<file path="src/rtl/mcst_pkg.sv">
// Shared types and constants for the multi-channel soft timer.
// Used by the channel interfaces, the countdown unit, the top level and the checker.
`timescale 1ns / 1ps
`default_nettype none

package mcst_pkg;

  localparam int FUNC_W = 3;
  localparam int ID_W   = 8;
  localparam int DATA_W = 32;

  typedef enum logic [FUNC_W-1:0] {
    FN_TICK       = 3'd0,
    FN_START_ONCE = 3'd1,
    FN_START_AUTO = 3'd2,
    FN_STOP       = 3'd3,
    FN_CHECK      = 3'd4,
    FN_ELAPSED    = 3'd5
  } func_t;

  // Operands handed to the shared countdown unit.
  typedef struct packed {
    logic [DATA_W-1:0] remaining;
    logic [DATA_W-1:0] reload_value;
    logic              auto_reload;
  } cdu_in_t;

  // Countdown unit answer: busy means the count was nonzero and must be written back.
  typedef struct packed {
    logic [DATA_W-1:0] remaining;
    logic              busy;
    logic              fire;
  } cdu_out_t;

endpackage

`default_nettype wire

</file>
<file path="src/rtl/mcst_if.sv">
// Valid/ready channel interfaces for the multi-channel soft timer.
// Depends on mcst_pkg for the field widths.
`timescale 1ns / 1ps
`default_nettype none

interface mcst_in_if;
  logic                        valid;
  logic                        ready;
  logic [mcst_pkg::FUNC_W-1:0] func;
  logic [mcst_pkg::ID_W-1:0]   timer_id;
  logic [mcst_pkg::DATA_W-1:0] period;
  logic [mcst_pkg::DATA_W-1:0] prev_tick;

  modport source (output valid, func, timer_id, period, prev_tick, input ready);
  modport sink   (input valid, func, timer_id, period, prev_tick, output ready);
endinterface

interface mcst_out_if;
  logic                        valid;
  logic                        ready;
  logic                        expired;
  logic [mcst_pkg::DATA_W-1:0] elapsed_ticks;
  logic [mcst_pkg::DATA_W-1:0] tick_now;

  modport source (output valid, expired, elapsed_ticks, tick_now, input ready);
  modport sink   (input valid, expired, elapsed_ticks, tick_now, output ready);
endinterface

`default_nettype wire

</file>
<file path="src/rtl/mcst_ram.sv">
// Generic single-write, single-read RAM with registered read data.
// No dependencies.
`timescale 1ns / 1ps
`default_nettype none

module mcst_ram #(
  parameter int WIDTH = 64,
  parameter int DEPTH = 16
) (
  input  wire logic                                     clk,
  input  wire logic                                     we,
  input  wire logic [((DEPTH > 1) ? $clog2(DEPTH) : 1)-1:0] waddr,
  input  wire logic [WIDTH-1:0]                         wdata,
  input  wire logic [((DEPTH > 1) ? $clog2(DEPTH) : 1)-1:0] raddr,
  output logic      [WIDTH-1:0]                         rdata
);

  logic [WIDTH-1:0] mem [DEPTH];
  logic [WIDTH-1:0] rdata_r;

  always_ff @(posedge clk) begin
    if (we) begin
      mem[waddr] <= wdata;
    end
    rdata_r <= mem[raddr];
  end

  assign rdata = rdata_r;

endmodule

`default_nettype wire

</file>
<file path="src/rtl/mcst_cdu.sv">
// Shared countdown unit: one decrement, zero test and reload select per cycle.
// Depends on mcst_pkg for the operand structs.
`timescale 1ns / 1ps
`default_nettype none

module mcst_cdu (
  input  wire mcst_pkg::cdu_in_t  op,
  output mcst_pkg::cdu_out_t      res
);

  logic [mcst_pkg::DATA_W-1:0] dec;

  always_comb begin
    dec       = op.remaining - mcst_pkg::DATA_W'(1);
    res.busy  = (op.remaining != '0);
    res.fire  = res.busy && (dec == '0);
    // reload on expiry for auto-reload timers, else take the decremented count (zero for an expired one-shot timer)
    if (res.fire && op.auto_reload) begin
      res.remaining = op.reload_value;
    end else begin
      res.remaining = dec;
    end
  end

endmodule

`default_nettype wire

</file>
<file path="src/rtl/multi_channel_soft_timer.sv">
// Multi-channel soft timer: a bank of TIMERS countdown timers behind one valid/ready input
// channel and one result channel. Start, stop, check and elapsed items finish in the cycle
// they are accepted, so they can follow each other every cycle as long as the result is taken.
// A tick item holds off other items while the timers are swept: their counts and reload values
// sit in one RAM with a single read port, and one shared countdown unit visits one timer per
// cycle behind the registered read. The result of every item, including a tick, is loaded
// into the output register when the item is accepted. All timers read as cleared after reset
// through per-timer valid bits; no clearing pass is needed.
// Depends on mcst_pkg, mcst_if, mcst_ram and mcst_cdu.
`timescale 1ns / 1ps
`default_nettype none

module multi_channel_soft_timer #(
  parameter int TIMERS = 16
) (
  input  wire logic    clk,
  input  wire logic    rst_n,
  mcst_in_if.sink      in_ch,
  mcst_out_if.source   out_ch
);

  localparam int AW = (TIMERS > 1) ? $clog2(TIMERS) : 1;
  localparam int CW = $clog2(TIMERS + 1);
  localparam int DW = mcst_pkg::DATA_W;
  localparam logic [CW-1:0] SCAN_END = CW'(TIMERS);

  typedef enum logic [1:0] {
    ST_IDLE = 2'b01,
    ST_SCAN = 2'b10
  } state_t;

  state_t               state_r, state_nxt;
  logic [CW-1:0]        scan_idx_r, scan_idx_nxt;
  logic                 proc_vld_r, proc_vld_nxt;
  logic [AW-1:0]        proc_idx_r, proc_idx_nxt;
  logic [DW-1:0]        tick_r, tick_nxt;
  logic [TIMERS-1:0]    valid_r, valid_nxt;
  logic [TIMERS-1:0]    flag_r, flag_nxt;
  logic [TIMERS-1:0]    auto_r, auto_nxt;

  logic                 out_valid_r, out_valid_nxt;
  logic                 out_expired_r, out_expired_nxt;
  logic [DW-1:0]        out_elapsed_r, out_elapsed_nxt;
  logic [DW-1:0]        out_tick_r, out_tick_nxt;

  logic                 accept;
  logic                 issue;
  logic                 slot_ok;
  logic [AW-1:0]        slot;

  logic                 ram_we;
  logic [AW-1:0]        ram_waddr;
  logic [2*DW-1:0]      ram_wdata;
  logic [2*DW-1:0]      ram_rdata;

  mcst_pkg::cdu_in_t    cdu_op;
  mcst_pkg::cdu_out_t   cdu_res;

  mcst_ram #(
    .WIDTH (2 * DW),
    .DEPTH (TIMERS)
  ) u_ram (
    .clk   (clk),
    .we    (ram_we),
    .waddr (ram_waddr),
    .wdata (ram_wdata),
    .raddr (scan_idx_r[AW-1:0]),
    .rdata (ram_rdata)
  );

  mcst_cdu u_cdu (
    .op  (cdu_op),
    .res (cdu_res)
  );

  assign in_ch.ready    = (state_r == ST_IDLE) && (!out_valid_r || out_ch.ready);
  assign accept         = in_ch.valid && in_ch.ready;
  assign slot_ok        = (in_ch.timer_id < mcst_pkg::ID_W'(TIMERS));
  assign slot           = in_ch.timer_id[AW-1:0];
  assign issue          = (state_r == ST_SCAN) && (scan_idx_r != SCAN_END);

  // an entry never written since reset or stop reads as a cleared timer
  always_comb begin
    cdu_op.remaining    = valid_r[proc_idx_r] ? ram_rdata[DW-1:0] : '0;
    cdu_op.reload_value = valid_r[proc_idx_r] ? ram_rdata[2*DW-1:DW] : '0;
    cdu_op.auto_reload  = auto_r[proc_idx_r];
  end

  always_comb begin
    state_nxt       = state_r;
    scan_idx_nxt    = scan_idx_r;
    proc_vld_nxt    = issue;
    proc_idx_nxt    = scan_idx_r[AW-1:0];
    tick_nxt        = tick_r;
    valid_nxt       = valid_r;
    flag_nxt        = flag_r;
    auto_nxt        = auto_r;
    out_valid_nxt   = out_valid_r && !out_ch.ready;
    out_expired_nxt = out_expired_r;
    out_elapsed_nxt = out_elapsed_r;
    out_tick_nxt    = out_tick_r;
    ram_we          = 1'b0;
    ram_waddr       = proc_idx_r;
    ram_wdata       = {cdu_op.reload_value, cdu_res.remaining};

    unique case (state_r)
      ST_IDLE: begin
        if (accept) begin
          out_valid_nxt   = 1'b1;
          out_expired_nxt = 1'b0;
          out_elapsed_nxt = '0;
          out_tick_nxt    = tick_r;
          unique case (mcst_pkg::func_t'(in_ch.func))
            mcst_pkg::FN_TICK: begin
              tick_nxt     = tick_r + DW'(1);
              out_tick_nxt = tick_r + DW'(1);
              scan_idx_nxt = '0;
              state_nxt    = ST_SCAN;
            end
            mcst_pkg::FN_START_ONCE, mcst_pkg::FN_START_AUTO: begin
              if (slot_ok) begin
                ram_we          = 1'b1;
                ram_waddr       = slot;
                ram_wdata       = {in_ch.period, in_ch.period};
                valid_nxt[slot] = 1'b1;
                flag_nxt[slot]  = 1'b0;
                auto_nxt[slot]  = (in_ch.func == mcst_pkg::FN_START_AUTO);
              end
            end
            mcst_pkg::FN_STOP: begin
              if (slot_ok) begin
                valid_nxt[slot] = 1'b0;
                flag_nxt[slot]  = 1'b0;
                auto_nxt[slot]  = 1'b0;
              end
            end
            mcst_pkg::FN_CHECK: begin
              if (slot_ok) begin
                out_expired_nxt = flag_r[slot];
                flag_nxt[slot]  = 1'b0;
              end
            end
            mcst_pkg::FN_ELAPSED: begin
              out_elapsed_nxt = tick_r - in_ch.prev_tick;
            end
            default: begin
            end
          endcase
        end
      end
      ST_SCAN: begin
        if (issue) begin
          scan_idx_nxt = scan_idx_r + CW'(1);
        end else begin
          state_nxt = ST_IDLE;
        end
        // write back the timer whose read data arrived this cycle
        if (proc_vld_r && cdu_res.busy) begin
          ram_we = 1'b1;
          if (cdu_res.fire) begin
            flag_nxt[proc_idx_r] = 1'b1;
          end
        end
      end
      default: begin
        state_nxt = ST_IDLE;
      end
    endcase
  end

  always_ff @(posedge clk) begin
    if (!rst_n) begin
      state_r     <= ST_IDLE;
      scan_idx_r  <= '0;
      proc_vld_r  <= 1'b0;
      tick_r      <= '0;
      valid_r     <= '0;
      flag_r      <= '0;
      auto_r      <= '0;
      out_valid_r <= 1'b0;
    end else begin
      state_r     <= state_nxt;
      scan_idx_r  <= scan_idx_nxt;
      proc_vld_r  <= proc_vld_nxt;
      tick_r      <= tick_nxt;
      valid_r     <= valid_nxt;
      flag_r      <= flag_nxt;
      auto_r      <= auto_nxt;
      out_valid_r <= out_valid_nxt;
    end
  end

  always_ff @(posedge clk) begin
    proc_idx_r    <= proc_idx_nxt;
    out_expired_r <= out_expired_nxt;
    out_elapsed_r <= out_elapsed_nxt;
    out_tick_r    <= out_tick_nxt;
  end

  assign out_ch.valid         = out_valid_r;
  assign out_ch.expired       = out_expired_r;
  assign out_ch.elapsed_ticks = out_elapsed_r;
  assign out_ch.tick_now      = out_tick_r;

endmodule

`default_nettype wire

</file>
<file path="src/flat_wrapper.sv">
// flat-port wrapper written by rule: the top's interface ports become plain ports
module multi_channel_soft_timer_flat 
#(
  parameter int TIMERS = 16
)
  (clk, rst_n, in_ch_valid, in_ch_func, in_ch_timer_id, in_ch_period, in_ch_prev_tick, in_ch_ready, out_ch_valid, out_ch_expired, out_ch_elapsed_ticks, out_ch_tick_now, out_ch_ready);
  mcst_in_if in_ch_i ();
  mcst_out_if out_ch_i ();
  input  wire logic clk;
  input  wire logic rst_n;
  input wire logic [$bits(in_ch_i.valid)-1:0] in_ch_valid;
  input wire logic [$bits(in_ch_i.func)-1:0] in_ch_func;
  input wire logic [$bits(in_ch_i.timer_id)-1:0] in_ch_timer_id;
  input wire logic [$bits(in_ch_i.period)-1:0] in_ch_period;
  input wire logic [$bits(in_ch_i.prev_tick)-1:0] in_ch_prev_tick;
  output wire logic [$bits(in_ch_i.ready)-1:0] in_ch_ready;
  output wire logic [$bits(out_ch_i.valid)-1:0] out_ch_valid;
  output wire logic [$bits(out_ch_i.expired)-1:0] out_ch_expired;
  output wire logic [$bits(out_ch_i.elapsed_ticks)-1:0] out_ch_elapsed_ticks;
  output wire logic [$bits(out_ch_i.tick_now)-1:0] out_ch_tick_now;
  input wire logic [$bits(out_ch_i.ready)-1:0] out_ch_ready;
  assign in_ch_i.valid = in_ch_valid;
  assign in_ch_i.func = in_ch_func;
  assign in_ch_i.timer_id = in_ch_timer_id;
  assign in_ch_i.period = in_ch_period;
  assign in_ch_i.prev_tick = in_ch_prev_tick;
  assign in_ch_ready = in_ch_i.ready;
  assign out_ch_valid = out_ch_i.valid;
  assign out_ch_expired = out_ch_i.expired;
  assign out_ch_elapsed_ticks = out_ch_i.elapsed_ticks;
  assign out_ch_tick_now = out_ch_i.tick_now;
  assign out_ch_i.ready = out_ch_ready;
  multi_channel_soft_timer #(.TIMERS(TIMERS)) u_core (.clk(clk), .rst_n(rst_n), .in_ch(in_ch_i), .out_ch(out_ch_i));
endmodule
</file>
<file path="config.mk">
export PLATFORM = sky130hd
export DESIGN_NAME = multi_channel_soft_timer_flat
export DESIGN_NICKNAME = d
export VERILOG_FILES = /design/src/rtl/mcst_pkg.sv /design/src/rtl/mcst_if.sv /design/src/rtl/mcst_ram.sv /design/src/rtl/mcst_cdu.sv /design/src/rtl/multi_channel_soft_timer.sv /design/src/flat_wrapper.sv
export SDC_FILE = /design/constraint.sdc
export NUM_CORES = 2
export LEC_CHECK = 0
export BUFFER_PORTS_ARGS = -buffer_cell sky130_fd_sc_hd__buf_2
export CORE_MARGIN = 2
export CORE_UTILIZATION = 50
export CTS_CLUSTER_SIZE = 30
export DETAILED_ROUTE_END_ITERATION = 12
export PLACE_DENSITY_LB_ADDON = 0.3
export SLEW_MARGIN = 20
export SYNTH_ARGS = -nofsm -noshare
export SYNTH_HDL_FRONTEND = slang
export SYNTH_SLANG_ARGS = --single-unit
</file>
<file path="constraint.sdc">
create_clock -name clk -period 9.2 [get_ports clk]
set_clock_uncertainty 0.05 [all_clocks]
set_input_delay 1.84 -clock clk [delete_from_list [all_inputs] [get_ports clk]]
set_output_delay 1.84 -clock clk [all_outputs]
set_load 0.005 [all_outputs]
</file>
Word-level counts from Yosys, hierarchy flattened
Memory sizes are Yosys's and may differ from the RTL's. A register that Yosys moved wholly into a read port is not among the register bits. Cells that the tools add are included.

Reduce and logical (&&, ||, !) cells: 25. Eq/ne operators: 18. $add $sub $neg: 4. Bitwise logic cells: 6. Order comparisons: 5. Mux-type cells: 52.

Operator list (count): 64-bit 2-to-1 mux (4); 16-bit 2-to-1 mux (9); 32-bit 2-to-1 mux (4); 16-bit case mux with 2 select lines (3); 16-bit AND (3); 32-bit by 1-bit adder with 32-bit output, second input constant (1); 32-bit logical NOT (1); 16-bit OR (2); 32-bit nonzero test (1); 32-bit by 1-bit subtractor with 32-bit output, second input constant (1); 32-bit subtractor (1); 16-bit bitwise mux (1); 4-bit 2-to-1 mux (4); 16-bit NOT (1); 5-bit 2-to-1 mux (3); 1-bit 2-to-1 mux (13); 1-bit binary-select mux with 4-bit select (3); 2-bit by 1-bit inequality test with 1-bit output, second input constant (6); 4-bit by 5-bit less-than comparator with 1-bit output, second input constant (2); 5-bit case mux with 2 select lines (1); 1-bit logical AND (9); 1-bit demux with 4-bit select (2); 4-bit by 1-bit >= comparator with 1-bit output, second input constant (2); 8-bit by 5-bit less-than comparator with 1-bit output, second input constant (1); 22 further kinds (32).

Memories kept: 1. Logic and storage cells: 123. Bits in writable memories: 1024. Input bits: 79. Register bits after elaboration: 158. Output and inout bits: 67.

Memories: u_core.u_ram.mem (words 16, bits a word 64, read ports 1, clocked after memory_dff 1, wr ports 1, line mcst_ram.sv:18) `logic [WIDTH-1:0] mem [DEPTH];`.

Depth between registers and ports, before layout
Depth in word-level cells: 12. Mapped depth: 22.

Hierarchy
A second synthesis with hierarchy kept.

Cells, all modules: 3085. Area total of the unflattened synthesis: 51137.8 sq um.

By module, submodules not included: mcst_ram (sequential area each 32030.7 sq um, area an instance 39581.7 sq um, cells each 1647, instances 1); multi_channel_soft_timer (sequential area each 3813.7 sq um, area an instance 10037.1 sq um, cells each 1218, instances 1); mcst_cdu (sequential area each 0.0 sq um, area an instance 1519.0 sq um, cells each 220, instances 1).

Worst setup path before layout
No wires, ideal clock.

Path kind: input -> register. Start: input out_ch_ready. End: memory u_core.u_ram.mem[13][0] (enable). Slack: 2.307 ns. Path buffers: 1. Library setup time: 0.486 ns. Arrival time: 6.357 ns. Cell stages on the path: 12. Cell sequence: nand2b_1 -> and2_1 -> nand2_1 -> inv_1 -> nand2_1 -> nor3_1 -> and2_1 -> clkbuf_1 -> a21oi_1 -> nor2_1 -> o21ai_0 -> nor2_1.

Cells in the longest elaborated chain, start to end: 7.

RTL lines: start: declaration (line flat_wrapper.sv:21) `input wire logic [$bits(out_ch_i.ready)-1:0] out_ch_ready;`; 1-bit logical OR (*) (line multi_channel_soft_timer.sv:76) `assign in_ch.ready = (state_r == ST_IDLE) && (!out_valid_r || out_ch.ready);`; 1-bit logical AND (*) (line multi_channel_soft_timer.sv:76); named net in_ch_ready (line flat_wrapper.sv:16) `output wire logic [$bits(in_ch_i.ready)-1:0] in_ch_ready;`; 1-bit logical AND (*) (line multi_channel_soft_timer.sv:77) `assign accept = in_ch.valid && in_ch.ready;`; 1-bit 2-to-1 mux (line multi_channel_soft_timer.sv:108) `if (accept) begin`; 1-bit case mux with 2 select lines (line multi_channel_soft_timer.sv:106) `unique case (state_r)`; 1-bit 2-to-1 mux (line mcst_ram.sv:22) `if (we) begin`; 1-bit 2-to-1 mux (not written as such) (line mcst_ram.sv:23) `mem[waddr] <= wdata;`; end: declaration (line mcst_ram.sv:18).

Mark *: on every way through the listed nets, which the timed path passes. The rest lies on a longest branch.

Worst setup path in the final report
Start: register u_core.proc_idx_r[0]. End: memory u_core.u_ram.mem[7][29] (data pin).

Cells in the longest elaborated chain, start to end: 12.

RTL lines: start: declaration (line multi_channel_soft_timer.sv:35) `logic [AW-1:0] proc_idx_r, proc_idx_nxt;`; start signal: assignment (line multi_channel_soft_timer.sv:194) `proc_idx_r <= proc_idx_nxt;`; 1-bit binary-select mux with 4-bit select (line multi_channel_soft_timer.sv:84, multi_channel_soft_timer.sv:85); 1-bit 2-to-1 mux (not written as such) (line multi_channel_soft_timer.sv:84, multi_channel_soft_timer.sv:85); 32-bit 2-to-1 mux (line multi_channel_soft_timer.sv:84) `cdu_op.remaining = valid_r[proc_idx_r] ? ram_rdata[DW-1:0] : '0;`; 32-bit by 1-bit subtractor with 32-bit output (line mcst_cdu.sv:14) `dec = op.remaining - mcst_pkg::DATA_W'(1);`; 32-bit logical NOT (line mcst_cdu.sv:16) `res.fire = res.busy && (dec == '0);`; 1-bit logical AND (line mcst_cdu.sv:16); 1-bit logical AND (line mcst_cdu.sv:18) `if (res.fire && op.auto_reload) begin`; 32-bit 2-to-1 mux (*) (line mcst_cdu.sv:18); 64-bit 2-to-1 mux (line multi_channel_soft_timer.sv:121) `if (slot_ok) begin`; 64-bit 2-to-1 mux (line multi_channel_soft_timer.sv:113) `unique case (mcst_pkg::func_t'(in_ch.func))`; 64-bit 2-to-1 mux (line multi_channel_soft_timer.sv:108); 64-bit 2-to-1 mux (*) (line multi_channel_soft_timer.sv:106); named net u_core.ram_wdata[29] (line multi_channel_soft_timer.sv:53) `logic [2*DW-1:0] ram_wdata;`.

Mark *: on every way through the listed nets, which the timed path passes. The rest lies on a longest branch. The select of a mux whose other input is x is not followed.

==> impl_metrics.py <==
metrics = {
    "status": {
        "status": "finished clean",
    },
    "setup_path": {
        "cp.required_ns": 9.49,
        "critPathArrivalTime_ns": 7.23,
        "slowest_delay_ns": 0.87,
        "ff2ff_path_depth": 15,
        "setup.worst_path.class": "register to register",
        "end_kind": "register",
        "rrSetupSlack_ns": 2.26,
        "timing.rr.start": "u_core.proc_idx_r[0]",
        "crit_chain": "mux2_2 -> o22ai_1 -> o21ai_1 -> and2_2 -> nand2_1 -> ha_1 -> clkinv_1 -> o31a_1 -> nor4_1 -> nand4_1 -> nor4_1 -> nor3b_1 -> and4_4 -> nand2_1 -> a31oi_1",
        "critPathMaxFanout": 34,
        "reg2reg_to": "u_core.u_ram.mem[7][29]",
        "cp-start-kind": "register",
        "critPathLaunch": "u_core.proc_idx_r[0]",
        "cpMaxStageDelayCell": "a31oi_1",
        "crit_end": "u_core.u_ram.mem[7][29]",
    },
    "global_route": {
        "overflow": 0,
        "grt_usage_pct": 23.4,
        "grt_pass1_wl_um": 179000,
        "global_route.usage.met1_pct": 32.7,
        "grt_max_degree": 150,
        "antenna_found_initial": 1,
        "grt_pass1_vias": 27600,
        "met2_usage_pct": 37.8,
        "use_met3_pct": 4.36,
        "busiest_layer": "met2",
    },
    "cells_and_area": {
        "syn2layout_area_growth_pct": 12.5,
        "multi_input_area_mm2": 0.0141,
        "layout.nets": 3119,
        "drive_gt1_share_pct": 24.9,
        "regArea_mm2": 0.0359,
        "final_cell_mix": "1,089 x edfxtp_1, 330 x mux4_2, 185 x nand2_1",
        "layout_commonest_cell": "edfxtp_1",
        "final_area_mm2": 0.0570,
        "fillers": 7473,
        "final_cells": 4465,
    },
    "power": {
        "cellLeakagePower_uw": 0.0197,
        "swShare_pct": 19.7,
        "p_seq_share_pct": 54.9,
        "vdd_drop_max_mv": 0.169,
        "power_frac_comb_pct": 1.3,
        "power_switching_uw": 2180,
        "p_int_uw": 8930,
        "power_density_mw_per_mm2": 195,
        "clockPowerShare_pct": 43.8,
    },
    "yosys": {
        "synthFlopType": "edfxtp_1",
        "ys_ff_latch": 1246,
        "ys_warn_count": 0,
        "yosysSeqAreaShare_pct": 70.8,
        "synthDistinctLibCells": 85,
        "async_flop_share_pct": 0,
        "synth_area_mm2": 0.0506,
        "syn_avg_cell_area_um2": 17.8,
        "synth_edf_count": 1089,
        "syn_nets": 2970,
        "synthCells": 2852,
    },
    "clocking": {
        "clock_sinks": 1246,
        "cts_resized": 0,
        "post-cts-setup-buffers": 0,
        "holdBufCountCts": 0,
        "numCtsBuffers": 120,
        "cts_tree": "built",
        "htreeDepth": 3,
        "clock_latency_ns": 0.71,
        "clkTransAtPathRegs_ns": 0.06,
        "cts_buffer_depth": 3,
        "cts_root_buffer": "clkbuf_16",
    },
    "placement": {
        "dp_hpwl_um": 68800,
        "finalWeightedCongestion": 0.868,
        "numPortBuffers": 145,
        "post_dp_cell_area_mm2": 0.0530,
        "dpl.cell_count": 4236,
    },
    "die": {
        "die_w_um": 322,
        "core-area_mm2": 0.100,
        "initial_core_util_pct": 50.5,
        "die_h_um": 322,
        "pin_count": 146,
        "core.rowCount": 116,
        "die_area_mm2": 0.104,
    },
    "sta": {
        "fmax_ghz": 0.144,
        "period_minus_slack_ns": 6.94,
        "rsz0062_at_grt": "no",
        "relSlewSlack_pct": 24.2,
        "final-setup-viol-count": 0,
        "finalCritPeriodShare_pct": 75.4,
        "finalHoldViolCount": 0,
        "tightest_slew_ns": 1.13,
        "slew_viol_final": 0,
        "tns_ns": 0,
    },
    "job": {
        "maxCapViolCount": 0,
    },
    "min_path": {
        "worstHoldPathCells": 2,
        "hold_class": "register to register",
    },
    "routing": {
        "routed_wirelength_um": 120000,
        "route.detailed.drc": 0,
        "viasPerCell": 6.10,
        "ant_nets": 0,
        "first_iter_violations": 3342,
        "detail_route.wl_per_cell_um": 26.9,
        "firstDrtPassIters": 6,
        "vias": 27300,
    },
}
metrics by stage:
step / hold WS (ns) / utilization [%] / total power [uW] / setup slack [ns]
3_5_place_dp: 0.393 / 52.9 / 6370 / 2.51
3_3_place_gp: 0.390 / 52.9 / 6370 / 2.72
5_1_grt: 0.430 / 56.8 / 11400 / 2.04
4_1_cts: 0.406 / 56.8 / 11200 / 2.50
6_report: 0.402 / 56.8 / 11100 / 2.26
2_1_floorplan: 0.279 / - / 6290 / 2.31
cell usage after synthesis, types with 9 or more instances:
cell,count,area share [%]
edfxtp_1,1089,65
mux4_2,330,15
nand2_1,186,1.4
nor2_1,160,1.2
dfxtp_1,157,6.2
clkbuf_1,102,0.76
nand3_1,94,0.93
o21ai_0,67,0.66
xnor2_1,51,0.88
a21oi_1,47,0.46
inv_1,46,0.34
xor2_1,41,0.71
ha_1,38,0.94
and2_1,35,0.43
buf_1,34,0.25
nor4_1,30,0.37
a21boi_0,29,0.43
nor3_1,29,0.29
or3_1,25,0.31
nor3b_1,22,0.33
a31oi_1,16,0.20
nand4_1,16,0.20
a21o_1,15,0.22
nand2b_1,13,0.16
nor2b_1,12,0.15
buf_2,10,0.099
or2_2,10,0.12
and3_1,9,0.11
metal layers:
| layer | share of wire, % | vias to the layer above |
|---|---|---|
| li1 | - | 11700 |
| met1 | 41 | 14200 |
| met2 | 49 | 1157 |
| met3 | 7.8 | 207 |
| met4 | 2.4 | 2 |
| met5 | 0.012 | - |
registers in the layout, summed over array words and instances, names as in the netlist, named ones only:
name / flops
u_core.auto_r: 16
u_core.flag_r: 16
u_core.out_ch.elapsed_ticks: 32
u_core.out_ch.expired: 1
u_core.out_ch.tick_now: 32
u_core.out_ch.valid: 1
u_core.proc_idx_r: 4
u_core.proc_vld_r: 1
u_core.scan_idx_r: 5
u_core.state_r: 2
u_core.tick_r: 32
u_core.u_ram.mem: 1024
u_core.u_ram.rdata: 64
power groups by stage:
stage	Clock, uW	Combinational, uW	Sequential (uW)
2_1_floorplan	0	70.9	6220
3_3_place_gp	0	147	6220
3_5_place_dp	0	148	6220
4_1_cts	4950	149	6100
5_1_grt	5160	162	6100
6_report	4860	149	6100
layout make-up:
| class | instances | share of cell area [%] |
|---|---|---|
| diodes | 2 | 0.00878 |
| clock buffers | 171 | 6.00 |
| clock inverters | 56 | 0.905 |
| inverters | 47 | 0.312 |
| multi-input cells | 1403 | 24.8 |
| flip-flops and latches | 1246 | 62.9 |
| well taps | 1357 | 2.98 |
| repair buffers | 183 | 2.09 |
logic make-up after synthesis:
| group | after synthesis | share of synthesized area (%) |
|---|---|---|
| DFF | 1246 | 70.8 |
| and+or+nand+nor | 678 | 6.76 |
| muxes | 341 | 14.9 |
| AOI/OAI and AO/OA | 253 | 3.34 |
| buffers and inverters | 203 | 1.66 |
| xor gates and xnor gates | 92 | 1.59 |
| adders and majority gates | 39 | 0.978 |
critical path: cells and delay by family (launching register included):
family	cells	cell delay, ns
buffers and inverters	1	0.49
DFF	1	0.83
muxes	1	0.41
AOI/OAI and AO/OA	4	1.76
adders and majority gates	1	0.61
and+or+nand+nor	8	2.41
worst min path at each step:
stage | startpoint | slack (ns) | to
final | u_core.flag_r[12] | 0.40 | u_core.flag_r[12]
after global routing | u_core.flag_r[0] | 0.43 | u_core.flag_r[0]
after CTS | u_core.flag_r[12] | 0.41 | u_core.flag_r[12]
after detailed placement | u_core.flag_r[11] | 0.39 | u_core.flag_r[11]
after global placement | u_core.flag_r[4] | 0.39 | u_core.flag_r[4]
after floorplan | u_core.scan_idx_r[2] | 0.28 | u_core.proc_idx_r[2]
(Power assumes the default switching activity.)
